### config.mk
export PLATFORM = sky130hd
export DESIGN_NAME = pulse_serial_parity_transceiver
export DESIGN_NICKNAME = d
export VERILOG_FILES = /design/src/design/pspt_pkg.sv /design/src/design/pspt_tx.sv /design/src/design/pspt_rx.sv /design/src/design/pulse_serial_parity_transceiver.sv
export SDC_FILE = /design/constraint.sdc
export NUM_CORES = 1
export LEC_CHECK = 0
export BUFFER_PORTS_ARGS = -buffer_cell sky130_fd_sc_hd__buf_2
export CELL_PAD_IN_SITES_DETAIL_PLACEMENT = 2
export CELL_PAD_IN_SITES_GLOBAL_PLACEMENT = 2
export CORE_MARGIN = 10
export CORE_UTILIZATION = 40
export CTS_CLUSTER_DIAMETER = 150
export DETAILED_ROUTE_END_ITERATION = 10
export PLACE_DENSITY_LB_ADDON = 0.08
export SLEW_MARGIN = 20
export SYNTH_ARGS = -nofsm -noshare
export SYNTH_HDL_FRONTEND = slang
export SYNTH_SLANG_ARGS = --single-unit
### constraint.sdc
create_clock -name clk_i -period 4.51 [get_ports clk_i]
set_input_delay 0.902 -clock clk_i [delete_from_list [all_inputs] [get_ports clk_i]]
set_output_delay 0.902 -clock clk_i [all_outputs]
set_load 0.01 [all_outputs]
### src/design/pspt_pkg.sv
// Shared types and constants for the pulse serial parity transceiver.
package pspt_pkg;

  // Timing, in ticks (one accepted word per tick).
  localparam logic [3:0] BIT_TICKS   = 4'd5;
  localparam logic [3:0] START_TICKS = 4'd10;
  localparam logic [3:0] GAP_TICKS   = 4'd10;
  localparam logic [3:0] CHK_TICKS   = 4'd2;

  localparam logic [7:0] TX_CHAR_RESET = 8'h54;
  localparam logic [3:0] DATA_BITS     = 4'd8;

  typedef enum logic [1:0] {
    TX_START,
    TX_DATA,
    TX_PAR,
    TX_GAP
  } tx_state_e;

  typedef enum logic [2:0] {
    RX_IDLE,
    RX_CHK1,
    RX_CHK2,
    RX_DATA,
    RX_PAR
  } rx_state_e;

  typedef struct packed {
    logic       valid;
    logic [7:0] value;
    logic [7:0] index;
  } rx_char_t;

endpackage

### src/design/pspt_tx.sv
// Transmit frame sequencer: start pulse, 8 data bits MSB first, parity, gap.
module pspt_tx (
  input  logic       clk_i,
  input  logic       rst_ni,
  input  logic       step_i,
  input  logic [7:0] tx_char_i,
  output logic       tx_level_o
);

  pspt_pkg::tx_state_e state_q, state_d;
  logic [3:0] sub_q, sub_d;
  logic [2:0] bit_q, bit_d;

  always_ff @(posedge clk_i or negedge rst_ni) begin
    if (!rst_ni) begin
      state_q <= pspt_pkg::TX_START;
      sub_q   <= '0;
      bit_q   <= '0;
    end else if (step_i) begin
      state_q <= state_d;
      sub_q   <= sub_d;
      bit_q   <= bit_d;
    end
  end

  always_comb begin
    state_d    = state_q;
    sub_d      = sub_q + 4'd1;
    bit_d      = bit_q;
    tx_level_o = 1'b0;
    case (state_q)
      pspt_pkg::TX_START: begin
        tx_level_o = 1'b1;
        if (sub_q == pspt_pkg::START_TICKS - 4'd1) begin
          state_d = pspt_pkg::TX_DATA;
          sub_d   = '0;
          bit_d   = '0;
        end
      end
      pspt_pkg::TX_DATA: begin
        tx_level_o = tx_char_i[3'd7 - bit_q];
        if (sub_q == pspt_pkg::BIT_TICKS - 4'd1) begin
          sub_d = '0;
          bit_d = bit_q + 3'd1;
          if (bit_q == 3'd7) begin
            state_d = pspt_pkg::TX_PAR;
          end
        end
      end
      pspt_pkg::TX_PAR: begin
        tx_level_o = ^tx_char_i;
        if (sub_q == pspt_pkg::BIT_TICKS - 4'd1) begin
          state_d = pspt_pkg::TX_GAP;
          sub_d   = '0;
        end
      end
      pspt_pkg::TX_GAP: begin
        if (sub_q == pspt_pkg::GAP_TICKS - 4'd1) begin
          state_d = pspt_pkg::TX_START;
          sub_d   = '0;
        end
      end
      default: begin
        state_d = pspt_pkg::TX_START;
        sub_d   = '0;
      end
    endcase
  end

endmodule

### src/design/pspt_rx.sv
// Receive side: start check, data sampling, parity check, sequence count.
module pspt_rx (
  input  logic               clk_i,
  input  logic               rst_ni,
  input  logic               step_i,
  input  logic               rx_level_i,
  output pspt_pkg::rx_char_t char_o
);

  pspt_pkg::rx_state_e mode_q, mode_d;
  logic [3:0] timer_q, timer_d;
  logic [3:0] cnt_q, cnt_d;
  logic [7:0] shift_q, shift_d;
  logic       odd_q, odd_d;
  logic [7:0] acc_q, acc_d;
  logic [3:0] timer_dec;
  logic [3:0] cnt_inc;
  logic       bit_in;

  always_ff @(posedge clk_i or negedge rst_ni) begin
    if (!rst_ni) begin
      mode_q  <= pspt_pkg::RX_IDLE;
      timer_q <= '0;
      cnt_q   <= '0;
      odd_q   <= 1'b0;
      acc_q   <= '0;
    end else if (step_i) begin
      mode_q  <= mode_d;
      timer_q <= timer_d;
      cnt_q   <= cnt_d;
      odd_q   <= odd_d;
      acc_q   <= acc_d;
    end
  end

  // the eight data samples of a frame fill the whole byte before it is used, so no reset
  always_ff @(posedge clk_i) begin
    if (step_i) begin
      shift_q <= shift_d;
    end
  end

  assign timer_dec = (timer_q != '0) ? timer_q - 4'd1 : '0;
  assign cnt_inc   = cnt_q + 4'd1;
  assign bit_in    = ~rx_level_i;

  always_comb begin
    mode_d  = mode_q;
    timer_d = timer_dec;
    cnt_d   = cnt_q;
    shift_d = shift_q;
    odd_d   = odd_q;
    acc_d   = acc_q;
    char_o  = '0;
    case (mode_q)
      pspt_pkg::RX_IDLE: begin
        timer_d = timer_q;
        if (!rx_level_i) begin
          mode_d  = pspt_pkg::RX_CHK1;
          timer_d = pspt_pkg::CHK_TICKS;
        end
      end
      pspt_pkg::RX_CHK1: begin
        if (timer_dec == '0) begin
          if (!rx_level_i) begin
            mode_d  = pspt_pkg::RX_CHK2;
            timer_d = pspt_pkg::BIT_TICKS;
          end else begin
            mode_d = pspt_pkg::RX_IDLE;
          end
        end
      end
      pspt_pkg::RX_CHK2: begin
        if (timer_dec == '0) begin
          if (!rx_level_i) begin
            mode_d  = pspt_pkg::RX_DATA;
            timer_d = pspt_pkg::BIT_TICKS;
            cnt_d   = '0;
            odd_d   = 1'b0;
          end else begin
            mode_d = pspt_pkg::RX_IDLE;
          end
        end
      end
      pspt_pkg::RX_DATA: begin
        if (timer_dec == '0) begin
          shift_d = {shift_q[6:0], bit_in};
          odd_d   = odd_q ^ bit_in;
          cnt_d   = cnt_inc;
          timer_d = pspt_pkg::BIT_TICKS;
          if (cnt_inc >= pspt_pkg::DATA_BITS) begin
            mode_d = pspt_pkg::RX_PAR;
          end
        end
      end
      pspt_pkg::RX_PAR: begin
        if (timer_dec == '0) begin
          // parity bit arrives inverted: match when it differs from the line
          if (odd_q != rx_level_i) begin
            char_o.valid = 1'b1;
            char_o.value = shift_q;
            char_o.index = acc_q;
            acc_d        = acc_q + 8'd1;
          end
          // a low line here already opens the next start check
          if (!rx_level_i) begin
            mode_d  = pspt_pkg::RX_CHK1;
            timer_d = pspt_pkg::CHK_TICKS;
          end else begin
            mode_d = pspt_pkg::RX_IDLE;
          end
        end
      end
      default: begin
        mode_d = pspt_pkg::RX_IDLE;
      end
    endcase
  end

endmodule

### src/design/pulse_serial_parity_transceiver.sv
// Top level of the pulse serial parity transceiver: handshakes and result register.
//
//  channel  direction  handshake                  payload
//  cfg      in         cfg_valid_i / cfg_ready_o  cfg_data_i (tx_char)
//  in       in         in_valid_i / in_ready_o    rx_level_i
//  out      out        out_valid_o / out_ready_i  tx_level_o, char_valid_o,
//                                                 char_value_o, char_index_o
//
// One tick per accepted input word; its result word appears in the output
// register on the next cycle, one word per cycle sustained while out_ready_i is held.
// Input is taken whenever the result register is empty or being drained, so a
// stalled output holds the input off after one word.
// Configuration is always ready; tx_char resets to 0x54.
// Reset clears both frame sequencers and the character count.
module pulse_serial_parity_transceiver (
  input  logic       clk_i,
  input  logic       rst_ni,
  input  logic       cfg_valid_i,
  output logic       cfg_ready_o,
  input  logic [7:0] cfg_data_i,
  input  logic       in_valid_i,
  output logic       in_ready_o,
  input  logic       rx_level_i,
  output logic       out_valid_o,
  input  logic       out_ready_i,
  output logic       tx_level_o,
  output logic       char_valid_o,
  output logic [7:0] char_value_o,
  output logic [7:0] char_index_o
);

  logic [7:0] tx_char_q;
  logic       out_valid_q;
  logic       tx_level_q;
  logic       step;
  logic       tx_level;
  pspt_pkg::rx_char_t rx_char, char_q;

  assign cfg_ready_o = 1'b1;
  assign in_ready_o  = !out_valid_q || out_ready_i;
  assign step        = in_valid_i && in_ready_o;

  always_ff @(posedge clk_i or negedge rst_ni) begin
    if (!rst_ni) begin
      tx_char_q <= pspt_pkg::TX_CHAR_RESET;
    end else if (cfg_valid_i) begin
      tx_char_q <= cfg_data_i;
    end
  end

  pspt_tx u_tx (
    .clk_i      (clk_i),
    .rst_ni     (rst_ni),
    .step_i     (step),
    .tx_char_i  (tx_char_q),
    .tx_level_o (tx_level)
  );

  pspt_rx u_rx (
    .clk_i      (clk_i),
    .rst_ni     (rst_ni),
    .step_i     (step),
    .rx_level_i (rx_level_i),
    .char_o     (rx_char)
  );

  always_ff @(posedge clk_i or negedge rst_ni) begin
    if (!rst_ni) begin
      out_valid_q <= 1'b0;
    end else if (in_ready_o) begin
      out_valid_q <= in_valid_i;
    end
  end

  always_ff @(posedge clk_i) begin
    if (step) begin
      tx_level_q <= tx_level;
      char_q     <= rx_char;
    end
  end

  assign out_valid_o  = out_valid_q;
  assign tx_level_o   = tx_level_q;
  assign char_valid_o = char_q.valid;
  assign char_value_o = char_q.value;
  assign char_index_o = char_q.index;

  // an accepted tick always yields a result word next cycle
  a_step_gives_word: assert property (@(posedge clk_i) disable iff (!rst_ni)
    step |=> out_valid_o)
    else $error("accepted word produced no result");

  // draining without refill empties the result register
  a_drain_empties: assert property (@(posedge clk_i) disable iff (!rst_ni)
    (out_valid_o && out_ready_i && !step) |=> !out_valid_o)
    else $error("result word repeated");

  // no character means zeroed value and index
  a_idle_char_zero: assert property (@(posedge clk_i) disable iff (!rst_ni)
    (out_valid_o && !char_valid_o) |-> (char_value_o == 8'd0 && char_index_o == 8'd0))
    else $error("stray character payload");

endmodule

[Word-level counts from Yosys, hierarchy flattened]
Cells that the tools add are included.
Storage, ports and cells
  register bits after elaboration: 64
  input port bits: 14
  output and inout port bits: 21
  logic and storage cells: 112
Cells by class
  add/subtract/negate cells: 6
  magnitude comparators: 2
  equality and inequality tests: 23
  multiplexer cells: 42
  bitwise gates (word level): 2
  reduce and logical (&&, ||, !) cells: 22
Operator list (number)
  $mux W4: 12
  $mux W3: 8
  $ne A2 B1 Y1 const B: 10
  $mux W17: 1
  $pmux W4 S2: 2
  $pmux W4 S4: 1
  $pmux W3 S5: 1
  $mux W2: 7
  $add A4 B1 Y4 const B: 2
  $add A8 B1 Y8 const B: 1
  $pmux W2 S4: 1
  $reduce_and A4 Y1: 2
  $reduce_xor A8 Y1: 1
  $reduce_and A7 Y1: 1
  $eq A3 B2 Y1 const B: 2
  $eq A3 B3 Y1 const B: 2
  $pmux W3 S2: 1
  $reduce_and A3 Y1: 2
  $reduce_and A6 Y1: 1
  $reduce_or A2 Y1: 3
  $mux W1: 5
  $reduce_and A5 Y1: 1
  $eq A2 B2 Y1 const B: 2
  $eq A4 B3 Y1 const B: 1
  24 further kinds: 27

[Depth between registers and ports, before layout]
Gate-level depths: netlist (run 1).
  word-level depth: 5
  depth in mapped cells: 6
  depth with buffers taken out: 6

[Hierarchy]
Synthesis (run 1) repeated with hierarchy kept, for this count alone.
Unflattened totals
  cell total of the unflattened synthesis: 261
  area total of the unflattened synthesis: 3198.1 sq um
Modules (own cells, without submodules)
  pspt_rx: times used 1, cells an instance 142, area an instance 1488.9 sq um, seq. area each 740.7 sq um
  pulse_serial_parity_transceiver: times used 1, cells an instance 41, area an instance 930.9 sq um, seq. area each 769.5 sq um
  pspt_tx: times used 1, cells an instance 78, area an instance 778.2 sq um, seq. area each 225.2 sq um

[Worst setup path before layout (run 1)]
No wires, ideal clock.
  kind: input to register
  from: input port out_ready_i
  to: register u_tx.state_q[1]
  setup time: 128 ps
  data arrival time: 2122 ps
  required time: 4382 ps
  slack: 2260 ps
  stages on the path: 6
  path buffers: 0
  cells stage by stage: nor2b_1 -> inv_2 -> nand2_1 -> inv_2 -> o221ai_1 -> mux2_1
Between the ends
  word-level cells in the longest chain between the ends: 3
Ends and longest elaborated chain
  from (decl): line pulse_serial_parity_transceiver.sv:25  | input logic out_ready_i,
  $logic_or A1 B1 Y1: line pulse_serial_parity_transceiver.sv:40  | assign in_ready_o = !out_valid_q || out_ready_i;
  via in_ready_o: line pulse_serial_parity_transceiver.sv:22  | output logic in_ready_o,
  $logic_and A1 B1 Y1: line pulse_serial_parity_transceiver.sv:41  | assign step = in_valid_i && in_ready_o;
  via step: line pulse_serial_parity_transceiver.sv:35  | logic step;
  $reduce_and A6 Y1 (no line)
  to (signal assigned): line pspt_tx.sv:16  | state_q <= pspt_pkg::TX_START;
  to (signal assigned): line pspt_tx.sv:20  | state_q <= state_d;
  to (decl): line pspt_tx.sv:10  | pspt_pkg::tx_state_e state_q, state_d;
The timed path passes the listed nets, and every way through them passes these cells.
A chain may end at the register's enable or synchronous reset.

[Worst setup path after layout (run 1)]
  from: input port out_ready_i
  to: output port in_ready_o
Between the ends
  word-level cells in the longest chain between the ends: 1
Ends and longest elaborated chain (line)
  $logic_or A1 B1 Y1: pulse_serial_parity_transceiver.sv:40
  to (decl): pulse_serial_parity_transceiver.sv:22
Every way passes these cells.

==> impl_metrics.ini, run 1 <==
[layout]
drive_above_1_share_pct = 24.1
instances_no_fill = 409
nets = 328
regArea_mm2 = 0.00174
area_growth_pct = 15.3
antenna_cells = 0
multi_input_area_mm2 = 0.00132
fillers = 820
fin_area_mm2 = 0.00364

[route]
drtIter0Drc = 68
vias = 2211
wire_per_inst_um = 19.0
finalWirelength_um = 7750
postRouteAntennaNets = 0
drc = 0
vias_per_cell = 5.41
drt-pass1-iter-count = 4

[floorplan]
die_h_um = 109
pin_count = 35
die_w_um = 109
initial_core_util_pct = 41.1
core_area_mm2 = 0.00769
fp-row-count = 32
dieArea_mm2 = 0.0118

[outcome]
status = complete, no violations

[critical_path]
startpoint_type = input port
required_ns = 3.61
cp_max_fo = 6
crit_type = input port to primary output
cp-end-kind = primary output
critPathArrivalTime_ns = 1.55

[flow_run]
drv_cap = 0

[logic_synthesis]
synth.distinct_cells = 59
synthArstFlopShare_pct = 59.4
synthFlopType = dfrtp_1
synth_seq_area_share_pct = 55.0
syn-instance-count = 265
syn_nets = 291
ys_seq_elements = 64
avgSynthCellArea_um2 = 11.9
ys_warn_count = 0
synth_edf_count = 26
netlist_area_mm2 = 0.00316

[clocking]
cts_setup_buffers = 0
clkTransAtPathRegs_ns = 0.08
post_cts_resized = 0
postCtsHoldBufs = 0
cts_buffers = 9
h-tree-depth = 3
insertion_delay_ns = 0.35
cts_tree = done
clkSinkCount = 64
root_buffer = clkbuf_8
clockBufferDepth = 2

[power_and_ir_drop]
cell_internal_pwr_mw = 1.32
vdd.ir_drop.worst_mv = 0.258
p_seq_share_pct = 42.4
p_per_area_mw_per_mm2 = 561
p_switching_mw = 0.720
power_mw = 2.04
pwr-share-comb_pct = 29.7
p_leak_nw = 1.58
clockPowerShare_pct = 27.9
p_sw_share_pct = 35.3

[global_routing]
first_global_vias = 2368
grt_start_max_net_pins = 39
grt.total_usage_pct = 14.2
grt-ovfl-total = 0
antenna_found_initial = 0
grt_pass1_wl_um = 13000

[sta]
setup_viol = 0
finalHoldViolCount = 0
worst_pin_slew_ns = 0.895
max_freq_mhz = 408
relSlewSlack_pct = 40.3
period_share_pct = 54.3
period_needed_ns = 2.45
finalSetupTns_ns = 0
slew_violations = 0
fin_skew_ns = 0.0166
rsz0062_at_grt = false

[place]
routabilityCongestion = 0.749
dp.cells = 393
port_buffers = 33
hpwl_um = 5530
placed_cell_area_mm2 = 0.00341

[min_path]
min_path_type = register to register
-- per-stage QoR --
| step | utilization, % | setup slack (ns) | hold WS [ns] |
|---|---|---|---|
| finish | 47.4 | 2.06 | 0.449 |
| floorplan | - | 2.26 | 0.417 |
| global placement | 44.4 | 1.86 | 0.428 |
| global route | 47.4 | 1.91 | 0.473 |
| detailed placement | 44.4 | 1.72 | 0.439 |
| CTS | 47.4 | 2.03 | 0.453 |
-- logic make-up (layout without fill, tap and decap cells) --
logic type      Yosys count  after routing  synth area share, %
fa+ha+maj                12             12                 4.76
other cells               1              1                0.119
simple gates             83             83                 14.9
mux                      19             19                 7.02
compound gates           46             46                 10.7
xor+xnor                 16             16                 4.44
buf+inv                  24             66                 3.13
flops                    64             64                 55.0
-- layout by cell type (no fill, tap or decap), types with 3 or more instances in the layout --
master,n
a22o_1,3
nor2b_1,3
mux2_2,12
o21ai_0,5
dfstp_2,3
clkbuf_8,9
nor2_1,11
o22ai_1,4
a211o_1,3
mux2_1,3
and2_1,17
nor4_1,5
xnor2_1,7
nor3_1,3
mux2i_1,3
xor2_1,9
edfxtp_1,26
nand2_1,12
o2bb2ai_1,3
o21ai_1,5
buf_2,33
dfrtp_1,35
or2_2,4
ha_1,12
nand3_1,7
a21oi_1,5
inv_1,14
nand4_1,3
nand2b_1,6
-- path summary, 6_finish.rpt --
kind / from / endpoint / slack (ns) / depth (start not counted)
max in group asynchronous: rst_ni / u_tx.sub_q[3] / 3.27 / 1
worst min-delay path: u_rx.shift_q[3] / u_rx.shift_q[4] / 0.45 / 0
worst max register to register: u_rx.mode_q[0] / char_value_o[6] / 2.30 / 4
worst max-delay path: out_ready_i / in_ready_o / 2.06 / 4
worst min register to register: u_rx.shift_q[3] / u_rx.shift_q[4] / 0.45 / 0
min in group asynchronous: rst_ni / u_rx.acc_q[5] / 0.67 / 1
-- registers in the layout, summed over array words and instances (netlist names), 4 cells and up --
signal,count
tx_char_q,8
u_rx.acc_q,8
u_tx.sub_q,4
u_rx.cnt_q,4
char_index_o,8
char_value_o,8
u_rx.shift_q,8
u_rx.timer_q,4
-- per-layer routing --
| metal | routed length [um] | global-route usage [%] |
|---|---|---|
| met2 | 3690 | 22.5 |
| met3 | 378 | 4.54 |
| met1 | 3610 | 18.3 |
| met5 | 0 | 0 |
| met4 | 82 | 3.95 |
-- synthesized netlist by cell type (all sizes together), types with 3 or more instances --
cell type / instances / share of area, %
buf: 5 / 0.87
dfstp: 3 / 2.5
mux2: 15 / 5.4
mux2i: 3 / 0.95
ha: 12 / 4.8
a21oi: 5 / 0.79
o2bb2ai: 3 / 0.83
edfxtp: 26 / 25
nand4: 3 / 0.59
nor3: 4 / 0.79
nand2b: 6 / 1.2
nand2: 12 / 1.4
a22o: 3 / 0.83
a211o: 3 / 0.83
or2: 5 / 0.99
nor2: 11 / 1.3
o22ai: 4 / 0.79
nand3: 8 / 1.4
nor4: 5 / 0.99
and2: 18 / 3.6
nor2b: 3 / 0.59
inv: 16 / 1.9
xor2: 9 / 2.5
o21ai: 10 / 1.6
dfrtp: 35 / 28
xnor2: 7 / 1.9
-- critical path, cell delays in order --
cell and delay (ns):
buf_2 0.10, nor2b_1 0.25, inv_2 0.12, buf_2 0.17
-- power groups by stage --
stage / clock (mW) / sequential, mW / combinational [mW]
floorplan: 0 / 0.819 / 0.475
global placement: 0 / 0.869 / 0.584
detailed placement: 0 / 0.878 / 0.605
CTS: 0.582 / 0.867 / 0.615
global route: 0.609 / 0.894 / 0.693
finish: 0.570 / 0.867 / 0.606
-- final cells by class --
| cell class | instances | share of cell area [%] |
|---|---|---|
| inverters | 17 | 1.75 |
| clock buffers | 9 | 3.40 |
| flip-flops and latches | 64 | 47.7 |
| clock inverters | 7 | 2.82 |
| well taps | 102 | 3.51 |
| multi-input cells | 177 | 36.3 |
| repair buffers | 33 | 4.54 |
Power figures use the tool's default switching activity.
==> run 2: changes to the inputs <==
--- a/config.mk
+++ b/config.mk
@@ -9,7 +9,7 @@
 export CELL_PAD_IN_SITES_DETAIL_PLACEMENT = 2
 export CELL_PAD_IN_SITES_GLOBAL_PLACEMENT = 2
 export CORE_MARGIN = 10
-export CORE_UTILIZATION = 40
+export CORE_UTILIZATION = 39
 export CTS_CLUSTER_DIAMETER = 150
 export DETAILED_ROUTE_END_ITERATION = 10
 export PLACE_DENSITY_LB_ADDON = 0.08
==> constraint.sdc (replaced) <==
create_clock -name clk_i -period 2.4 [get_ports clk_i]
set_input_delay 0.48 -clock clk_i [delete_from_list [all_inputs] [get_ports clk_i]]
set_output_delay 0.48 -clock clk_i [all_outputs]
set_load 0.01 [all_outputs]
==> run 2 against run 1 <==
  * Non-clock buffer count rose by 5
  * Count of clock-buffer cells in the layout is the same
  * Combinational power grew 91%
  * Sequential share of layout area fell by 0.082 points
  * Sequential power increased by 86%
  * Clock skew decreased by 0.0085 ns
  * Register-to-register slack got worse by 1.9 ns
  * Global-route usage decreased by 0.57 points
  * Largest cell class unchanged
  * Highest routed layer unchanged
==> impl_metrics.ini, run 2 (synthesis gave the netlist of run 1 again) <==
[layout]
antenna_cells = 0
final_cell_mix = 35 x dfrtp_1, 33 x buf_2, 26 x edfxtp_1, 17 x and2_1, 14 x inv_1
final_common_cell = dfrtp_1
drive_above_1_share_pct = 25.0
nets = 333
area_growth_pct = 15.5

[power_and_ir_drop]
vdd.ir_drop.worst_mv = 0.390
p_leak_nw = 1.59
p_per_area_mw_per_mm2 = 1010
power_mw = 3.69

[critical_path]
reg2reg_slack_ns = 0.40
ff2ff_path_depth = 4
cp_max_fo = 9
critPathArrivalTime_ns = 2.03
slowest_delay_ns = 0.48
startpoint_type = register
crit_start = u_rx.timer_q[1]
crit_type = register to register
critical_path.endpoint = u_rx.shift_q[7]
path_cells = or3_1 -> nor4_1 -> nand2_1 -> clkinv_1
cp-end-kind = register
required_ns = 2.43
r2r-end = u_rx.shift_q[7]
rr_startpoint = u_rx.timer_q[1]
slowest_stage = dfrtp_1

[floorplan]
initial_core_util_pct = 40.4
fp-row-count = 32
pin_count = 35
die_w_um = 110
die_h_um = 110
core_area_mm2 = 0.00781
dieArea_mm2 = 0.0121

[min_path]
min_path_type = input port to asynchronous set/reset pin

[global_routing]
antenna_found_initial = 0
grt.total_usage_pct = 13.6
first_global_vias = 2386
grt_pass1_wl_um = 12800
grt-ovfl-total = 0
grt_start_max_net_pins = 27

[route]
vias_per_cell = 5.29
postRouteAntennaNets = 0
drt-pass1-iter-count = 4
vias = 2188
drc = 0
wire_per_inst_um = 18.5
finalWirelength_um = 7670
drtIter0Drc = 31

[clocking]
cts_buffers = 9
h-tree-depth = 3
post_cts_resized = 0
clkTransAtPathRegs_ns = 0.08
insertion_delay_ns = 0.34
clockBufferDepth = 2
postCtsHoldBufs = 0
clkSinkCount = 64
cts_setup_buffers = 0
cts_tree = done
root_buffer = clkbuf_8

[sta]
setup_viol = 0
rsz0062_at_grt = false
max_freq_mhz = 499
finalHoldViolCount = 0
period_share_pct = 83.5
period_needed_ns = 2.00
slew_violations = 0
fin_skew_ns = 0.00805
finalSetupTns_ns = 0

[flow_run]
drv_cap = 0

[place]
routabilityCongestion = 0.801
port_buffers = 33
hpwl_um = 5740

[outcome]
status = complete, no violations
run 2: cell types whose count changed in the layout (fill, tap and decap cells not counted):
cell and delta:
clkinvlp_4 +1, clkinv_2 +1, inv_6 -1, clkinv_1 +1, bufinv_16 -1, buf_4 +5, clkinv_4 -1
run 2: final cells by class:
cell class | count | area (um2)
timing repair buffer | 38 | 203
tap | 102 | 128
clock buffer | 9 | 124
sequential | 64 | 1740
fill | 818 | 4160
multi-input combinational | 177 | 1320
clock inverter | 7 | 71.3
inverter | 17 | 63.8
run 2: report_power, final:
part / switching (mW) / internal (mW)
logic: 0.616 / 0.543
clock network: 0.443 / 0.479
registers: 0.254 / 1.36
run 2: metrics by stage:
stage / instance area [um2] / utilization, % / hold WS [ns] / cells / setup slack, ns
final: 3650 / 46.7 / 0.0212 / 414 / 0.397
after global routing: 3650 / 46.7 / 0.0246 / 414 / 0.237
after CTS: 3650 / 46.7 / 0.0154 / 414 / 0.387
after detailed placement: 3450 / 44.2 / 0.397 / 398 / 0.408
after global placement: 3450 / 44.2 / 0.392 / 398 / 0.486
after floorplan: 3160 / - / 0.184 / 265 / 0.549
run 2: how the worst min path moves through the flow:
stage            from             to  slack [ns]  cells after the start
3_5_place_dp   rst_ni  u_rx.acc_q[5]        0.40                      1
5_1_grt        rst_ni  u_rx.acc_q[5]        0.02                      1
3_3_place_gp   rst_ni  u_rx.acc_q[6]        0.39                      1
4_1_cts        rst_ni  u_rx.acc_q[5]        0.02                      1
2_1_floorplan  rst_ni    out_valid_o        0.18                      0
6_report       rst_ni  u_rx.acc_q[5]        0.02                      1
run 2: metal layers:
layer  share of wire, %  up-vias  GRT usage (%)
met5                  0        -              0
met4               0.69        0           5.02
met3                3.7        5           3.37
met2                 51       34           22.4
met1                 45     1101           16.9
li1                   -     1048              -
run 2: critical path, delay by kind of cell, from the launching register on:
family | cells | cell delay, ns
and+or+nand+nor | 3 | 0.98
DFF | 1 | 0.48
buffers and inverters | 1 | 0.23
==> run 3: changes to the inputs <==
==> constraint.sdc (replaced) <==
create_clock -name clk_i -period 2.1 [get_ports clk_i]
set_input_delay 0.42 -clock clk_i [delete_from_list [all_inputs] [get_ports clk_i]]
set_output_delay 0.42 -clock clk_i [all_outputs]
set_load 0.01 [all_outputs]
==> run 3 against run 2 <==
  * Cell count rose by 0.72%
  * Critical endpoint unchanged
  * Sequential power up 15%
  * First-iteration DRC count rose to 2.8 times the previous value
  * Core utilization increased by 1.2 points
  * Non-clock buffer count is 3 higher
  * Critical path depth unchanged
  * Sequential cell count stayed put
  * Wire length increased by 7.9%
  * Combinational power rose by 22%
  * Total power rose by 24%
  * Largest cell class unchanged
  * Largest power group unchanged
  * Via count rose by 1.7%
==> impl_metrics.ini, run 3 (synthesis gave the netlist of run 1 again) <==
[critical_path]
slowest_delay_ns = 0.52
startpoint_type = register
ff2ff_path_depth = 4
path_cells = or3_1 -> nor4_4 -> nand2_1 -> clkinvlp_4
crit_type = register to register
required_ns = 2.15
cp-end-kind = register
critPathArrivalTime_ns = 1.98
cp_max_fo = 9
slowest_stage = or3_1

[clocking]
cts_tree = done
clockBufferDepth = 2
clkTransAtPathRegs_ns = 0.07
root_buffer = clkbuf_8
cts_setup_buffers = 0
insertion_delay_ns = 0.35
clkSinkCount = 64
cts_buffers = 9
h-tree-depth = 3

[route]
drtIter0Drc = 86
postRouteAntennaNets = 0
wire_per_inst_um = 19.9
vias_per_cell = 5.34
drt-pass1-iter-count = 4
finalWirelength_um = 8280
drc = 0
vias = 2225

[floorplan]
initial_core_util_pct = 40.4
die_w_um = 110
dieArea_mm2 = 0.0121
pin_count = 35
fp-row-count = 32
die_h_um = 110
core_area_mm2 = 0.00781

[place]
hpwl_um = 5910
port_buffers = 33
routabilityCongestion = 0.803

[power_and_ir_drop]
p_seq_share_pct = 40.5
p_sw_share_pct = 34.8
p_per_area_mw_per_mm2 = 1220
cell_internal_pwr_mw = 2.98
clockPowerShare_pct = 28.4
pwr-share-comb_pct = 31.1
p_switching_mw = 1.59
p_leak_nw = 1.63
vdd.ir_drop.worst_mv = 0.505

[layout]
nets = 336
final_cell_mix = 35 x dfrtp_1, 33 x buf_2, 26 x edfxtp_1, 17 x and2_1, 14 x inv_1
regArea_mm2 = 0.00174
drive_above_1_share_pct = 26.0
fin_util_pct = 47.9
area_growth_pct = 18.4
final_common_cell = dfrtp_1
fillers = 818
multi_input_area_mm2 = 0.00134
antenna_cells = 0

[global_routing]
grt_start_max_net_pins = 18
grt.total_usage_pct = 15.0
first_global_vias = 2531
antenna_found_initial = 0
grt-ovfl-total = 0
grt_pass1_wl_um = 13800

[flow_run]
drv_cap = 0

[sta]
period_needed_ns = 1.93
slew_violations = 0
finalSetupTns_ns = 0
period_share_pct = 92.1
max_freq_mhz = 517
finalHoldViolCount = 0
fin_skew_ns = 0.00942
setup_viol = 0
rsz0062_at_grt = false

[min_path]
min_path_type = input port to register
holdPathStages = 2

[outcome]
status = complete, no violations
-- run 3: changes by cell type in the layout (fill, tap and decap cells not counted), sizes merged --
cell and delta:
dlygate4sd3 +1, bufinv +2, clkinv -2, buf +2
-- run 3: critical path: cells and delay by family, from the launching register on --
family,cells,cell delay (ns)
DFF,1,0.48
buffers and inverters,1,0.22
and+or+nand+nor,3,0.92
-- run 3: through the flow --
stage | setup slack [ns] | std cells | cell area, um2 | power, mW | hold WS (ns)
after floorplan | 0.249 | 265 | 3160 | 2.78 | 0.124
after global placement | 0.0378 | 400 | 3470 | 3.16 | 0.362
after detailed placement | 0.0402 | 400 | 3470 | 3.23 | 0.361
after CTS | 0.0175 | 417 | 3720 | 4.60 | 0.281
after global routing | 0.0547 | 417 | 3740 | 4.90 | 0.282
final | 0.166 | 417 | 3740 | 4.57 | 0.297
-- run 3: path summary, 6_finish.rpt --
kind                                 start              end  slack (ns)
setup / recovery           u_rx.timer_q[1]  u_rx.shift_q[7]        0.17
hold reg to reg            u_rx.shift_q[2]  u_rx.shift_q[3]        0.44
setup reg to reg           u_rx.timer_q[1]  u_rx.shift_q[7]        0.17
max in group asynchronous           rst_ni     tx_char_q[4]        0.98
hold / removal               cfg_data_i[7]     tx_char_q[7]        0.30
min in group asynchronous           rst_ni    u_rx.acc_q[6]        0.52
-- run 3: cell type report --
cell class              count  area share, %
inverters                  17           1.81
multi-input cells         177           35.8
well taps                 102           3.41
flip-flops and latches     64           46.4
repair buffers             41           6.09
clock inverters             7           3.18
clock buffers               9           3.31
-- run 3: timing repair --
| item | in CTS | in global routing |
|---|---|---|
| hold endpoints to repair | 13 | 0 |
| gates resized for setup | 0 | 3 |
| endpoints found under the setup margin | 0 | 10 |
| hold buffers | 1 | 0 |
-- run 3: metal layers --
layer | part of all wire, % | vias to the layer above | track usage [%]
li1 | - | 1049 | -
met1 | 45 | 1119 | 18.5
met2 | 48 | 45 | 23.9
met3 | 4.7 | 12 | 4.64
met4 | 2.0 | 0 | 6.04
met5 | 0 | - | 0
-- run 3: power groups by stage --
stage	clock [mW]	combinational (mW)	sequential (mW)
after floorplan	0	1.02	1.76
final	1.30	1.42	1.85
after global routing	1.39	1.60	1.91
after global placement	0	1.31	1.85
after CTS	1.33	1.41	1.85
after detailed placement	0	1.36	1.87
